===== config.mk =====
export PLATFORM = sky130hd
export DESIGN_NAME = abkt_ram
export DESIGN_NICKNAME = d
export VERILOG_FILES = /design/src/rtl/abkt_ram.sv
export SDC_FILE = /design/constraint.sdc
export NUM_CORES = 1
export LEC_CHECK = 0
export ABC_AREA = 1
export BUFFER_PORTS_ARGS = -buffer_cell sky130_fd_sc_hd__clkbuf_2
export CAP_MARGIN = 10
export CORE_ASPECT_RATIO = 0.7
export CORE_MARGIN = 2
export CORE_UTILIZATION = 30
export DETAILED_ROUTE_END_ITERATION = 12
export SETUP_SLACK_MARGIN = 0.5
export SYNTH_ARGS = -nofsm -noshare
export SYNTH_HDL_FRONTEND = slang
export SYNTH_SLANG_ARGS = --single-unit
export TNS_END_PERCENT = 50

===== constraint.sdc =====
create_clock -name clk -period 1.17 [get_ports clk]
set_input_delay 0.117 -clock clk [delete_from_list [all_inputs] [get_ports clk]]
set_output_delay 0.117 -clock clk [all_outputs]
set_load 0.05 [all_outputs]

===== src/rtl/abkt_ram.sv =====
// Generic simple dual-port RAM: one write port, one registered read port.
module abkt_ram #(
  parameter int unsigned WIDTH = 8,
  parameter int unsigned DEPTH = 16,
  localparam int unsigned AW = (DEPTH > 1) ? $clog2(DEPTH) : 1
) (
  input  logic             clk,
  input  logic             wr_en,
  input  logic [AW-1:0]    wr_addr,
  input  logic [WIDTH-1:0] wr_data,
  input  logic             rd_en,
  input  logic [AW-1:0]    rd_addr,
  output logic [WIDTH-1:0] rd_data
);

  logic [WIDTH-1:0] mem [DEPTH];

  always_ff @(posedge clk) begin
    if (wr_en) begin
      mem[wr_addr] <= wr_data;
    end
    if (rd_en) begin
      rd_data <= mem[rd_addr];
    end
  end

endmodule


==> flow_summary_export.csv <==
group,metric,value,unit
critical_path,reg2reg_depth,6,
finish,mostFrequentLayoutCells,"163 x nand2_1, 136 x edfxtp_1, 94 x inv_1",
detailed_routing,drt_iter0_drc,400,
logic_synthesis,synth_cell_types,11,
finish,area_delta_synth_final,31.2,%
finish,nNetsFinal,628,
floorplanning,num_io_pins,27,
cts,clk_pin_slew,0.06,ns
critical_path,required,1.05,ns
pwr,peakVddDrop,885,uV
cts,cts_tree,"done",
detailed_routing,ant_nets,0,
critical_path,cp_slowest_stage_delay,0.48,ns
logic_synthesis,ys_seq_area_share,69.8,%
sta,holdWs,0.128,ns
detailed_routing,viasPerCell,4.44,
sta,skew,0.0120,ns
logic_synthesis,synth_area,0.00585,mm2
pwr,p_leak,3.19,nW
finish,multi_input_area,0.00149,mm2
critical_path,crit_path_top_delay_cell,"edfxtp_1",
sta,fmaxAchievable,840,MHz
cts,cts-root-buf,"clkbuf_16",
floorplanning,row_count,42,
run_status,violations,"setup timing",
placed_design,preCtsSetupSlack,-0.0706,ns
pwr,powerDensity,1570,mW/mm2
logic_synthesis,synthCells,551,
placed_design,portBuffers,26,
detailed_routing,drtPass1Iterations,7,
cts,cts-htree-levels,4,
logic_synthesis,ys_ff_latch,136,
sta,relSlewSlack,71.8,%
detailed_routing,vias,3933,
placed_design,hpwl,9380,um
worst_hold_path,worstHoldStart,"rd_en",
finish,drive_gt1_share,24.8,%
finish,fillers,1838,
critical_path,cp_max_fo,1,
logic_synthesis,yosysWarnings,0,
floorplanning,dieArea,0.0206,mm2
global_route,grt_use_total,14.5,%
cts,ctsHoldBuffers,0,
sta,fin_ws,-0.0209,ns
logic_synthesis,syn_nets,570,
detailed_routing,drc,0,
global_route,grt-ovfl-total,0,
critical_path,rrSetupSlack,0.09,ns
worst_hold_path,worstHoldPathCells,1,
flow_run,drv_cap,0,
floorplanning,die_w,171,um
detailed_routing,post_drt_wl_per_cell,16.0,um
finish,n_antenna_cell,0,
sta,fin_crit_sh,102,%
cts,cts_sinks,136,
sta,maxSlewViolCount,0,
worst_hold_path,whs_endpoint,"rd_data[2]",
floorplanning,initial_core_util,30.7,%
detailed_routing,wl,14100,um
finish,final_common_cell,"nand2_1",
critical_path,cp_cell_sequence,"buf_8",
global_route,grt_max_degree,52,
sta,final-hold-violation-count,0,
sta,rsz0062_at_grt,"true",
floorplanning,die_y,121,um
critical_path,r2r-end,"rd_data[0]",
sta,tightestPinTransition,0.423,ns
global_route,grt_pass1_vias,3887,
logic_synthesis,syn_avg_cell_area,10.6,um2
floorplanning,coreArea,0.0190,mm2
pwr,total_power,12.0,mW
critical_path,critPathCaptureType,"primary output",
critical_path,critical_path_class,"reg -> out",
run_status,status,"finished, violations left",
critical_path,critical_path.top_delay_family,"flip-flops",
critical_path,start_kind,"register",
finish,ff_latch_area,0.00408,mm2
cts,clk_latency,0.41,ns
cts,cts_buffers,17,
global_route,antenna_found_initial,0,
cts,clk_path_buf_depth,2,
placed_design,gp_congestion,0.762,
sta,finalSetupViolations,3,
critical_path,path_buf_inv,1,
critical_path,worstPathArrival,1.07,ns
global_route,grt_pass1_wl,22000,um
worst_hold_path,hold_class,"in -> reg",
critical_path,r2r_start,"mem[0][0]",
sta,finalCriticalPeriod,1.19,ns
-- sequential cells by signal, summed over array words and instances, names as in the netlist --
register	count
mem	128
rd_data	8
-- cell usage after synthesis --
| master | count | share of area [%] |
|---|---|---|
| nand2_1 | 173 | 11 |
| edfxtp_1 | 136 | 70 |
| inv_1 | 100 | 6.4 |
| nand3_1 | 97 | 8.3 |
| nor2_1 | 17 | 1.1 |
| buf_2 | 13 | 1.1 |
| buf_6 | 6 | 1.2 |
| buf_4 | 4 | 0.51 |
| inv_2 | 2 | 0.13 |
| nand3b_1 | 2 | 0.26 |
| buf_1 | 1 | 0.064 |
-- cells by family (layout without fill, tap and decap cells) --
kind of cell	count (synthesis)	after routing	synth area share (%)
buffers and inverters	126	196	9.39
flip-flops	136	136	69.8
AND/OR/NAND/NOR	289	289	20.8
-- report_power, final --
| part | internal (mW) | switching [mW] | leakage, nW |
|---|---|---|---|
| combinational | 0.342 | 0.604 | 1.66 |
| sequential | 5.49 | 0.0482 | 1.24 |
| clock | 3.53 | 2.03 | 0.291 |
-- through the flow --
| stage | cells | setup TNS (ns) | area, um2 | utilization [%] |
|---|---|---|---|---|
| 2_1_floorplan | 551 | 0 | 5910 | - |
| 3_3_place_gp | 853 | -0.521 | 6740 | 35.4 |
| 3_5_place_dp | 853 | -0.869 | 6740 | 35.4 |
| 4_1_cts | 885 | -0.123 | 7520 | 39.5 |
| 5_1_grt | 885 | -0.180 | 7670 | 40.3 |
| 6_report | 885 | -0.0463 | 7670 | 40.3 |
-- per-layer routing --
layer  up-vias  GRT usage (%)  routed length, um
li1       1900              -                  -
met1      1890           22.5               7080
met2       129           20.1               5980
met3        14           3.18                959
met4         0           4.50                122
met5         -              0                  0
-- worst max path at each step --
stage	endpoint	start	cells after the start	slack, ns
4_1_cts	rd_data[7]	rd_data[7]	1	-0.05
6_report	rd_data[7]	rd_data[7]	1	-0.02
5_1_grt	rd_data[3]	rd_data[3]	1	-0.06
3_5_place_dp	rd_data[4]	rd_addr[0]	8	-0.07
2_1_floorplan	mem[10][0]	wr_addr[2]	2	0.18
3_3_place_gp	rd_data[0]	rd_addr[0]	8	-0.08
-- cell type report --
class / instances / share of cell area [%]
flip-flops and latches: 136 / 53.2
multi-input cells: 289 / 19.4
repair buffers: 63 / 10.1
clock buffers: 17 / 5.55
inverters: 102 / 4.99
well taps: 264 / 4.31
clock inverters: 14 / 2.38
-- repair_timing --
item / 4_1_cts / 5_1_grt
gates cloned: 0 / 0
setup endpoints to repair: 133 / 129
setup buffers: 1 / 0
gates resized for setup: 37 / 44
pin swaps: 31 / 31
No activity file was read; power rests on OpenSTA's default activity.
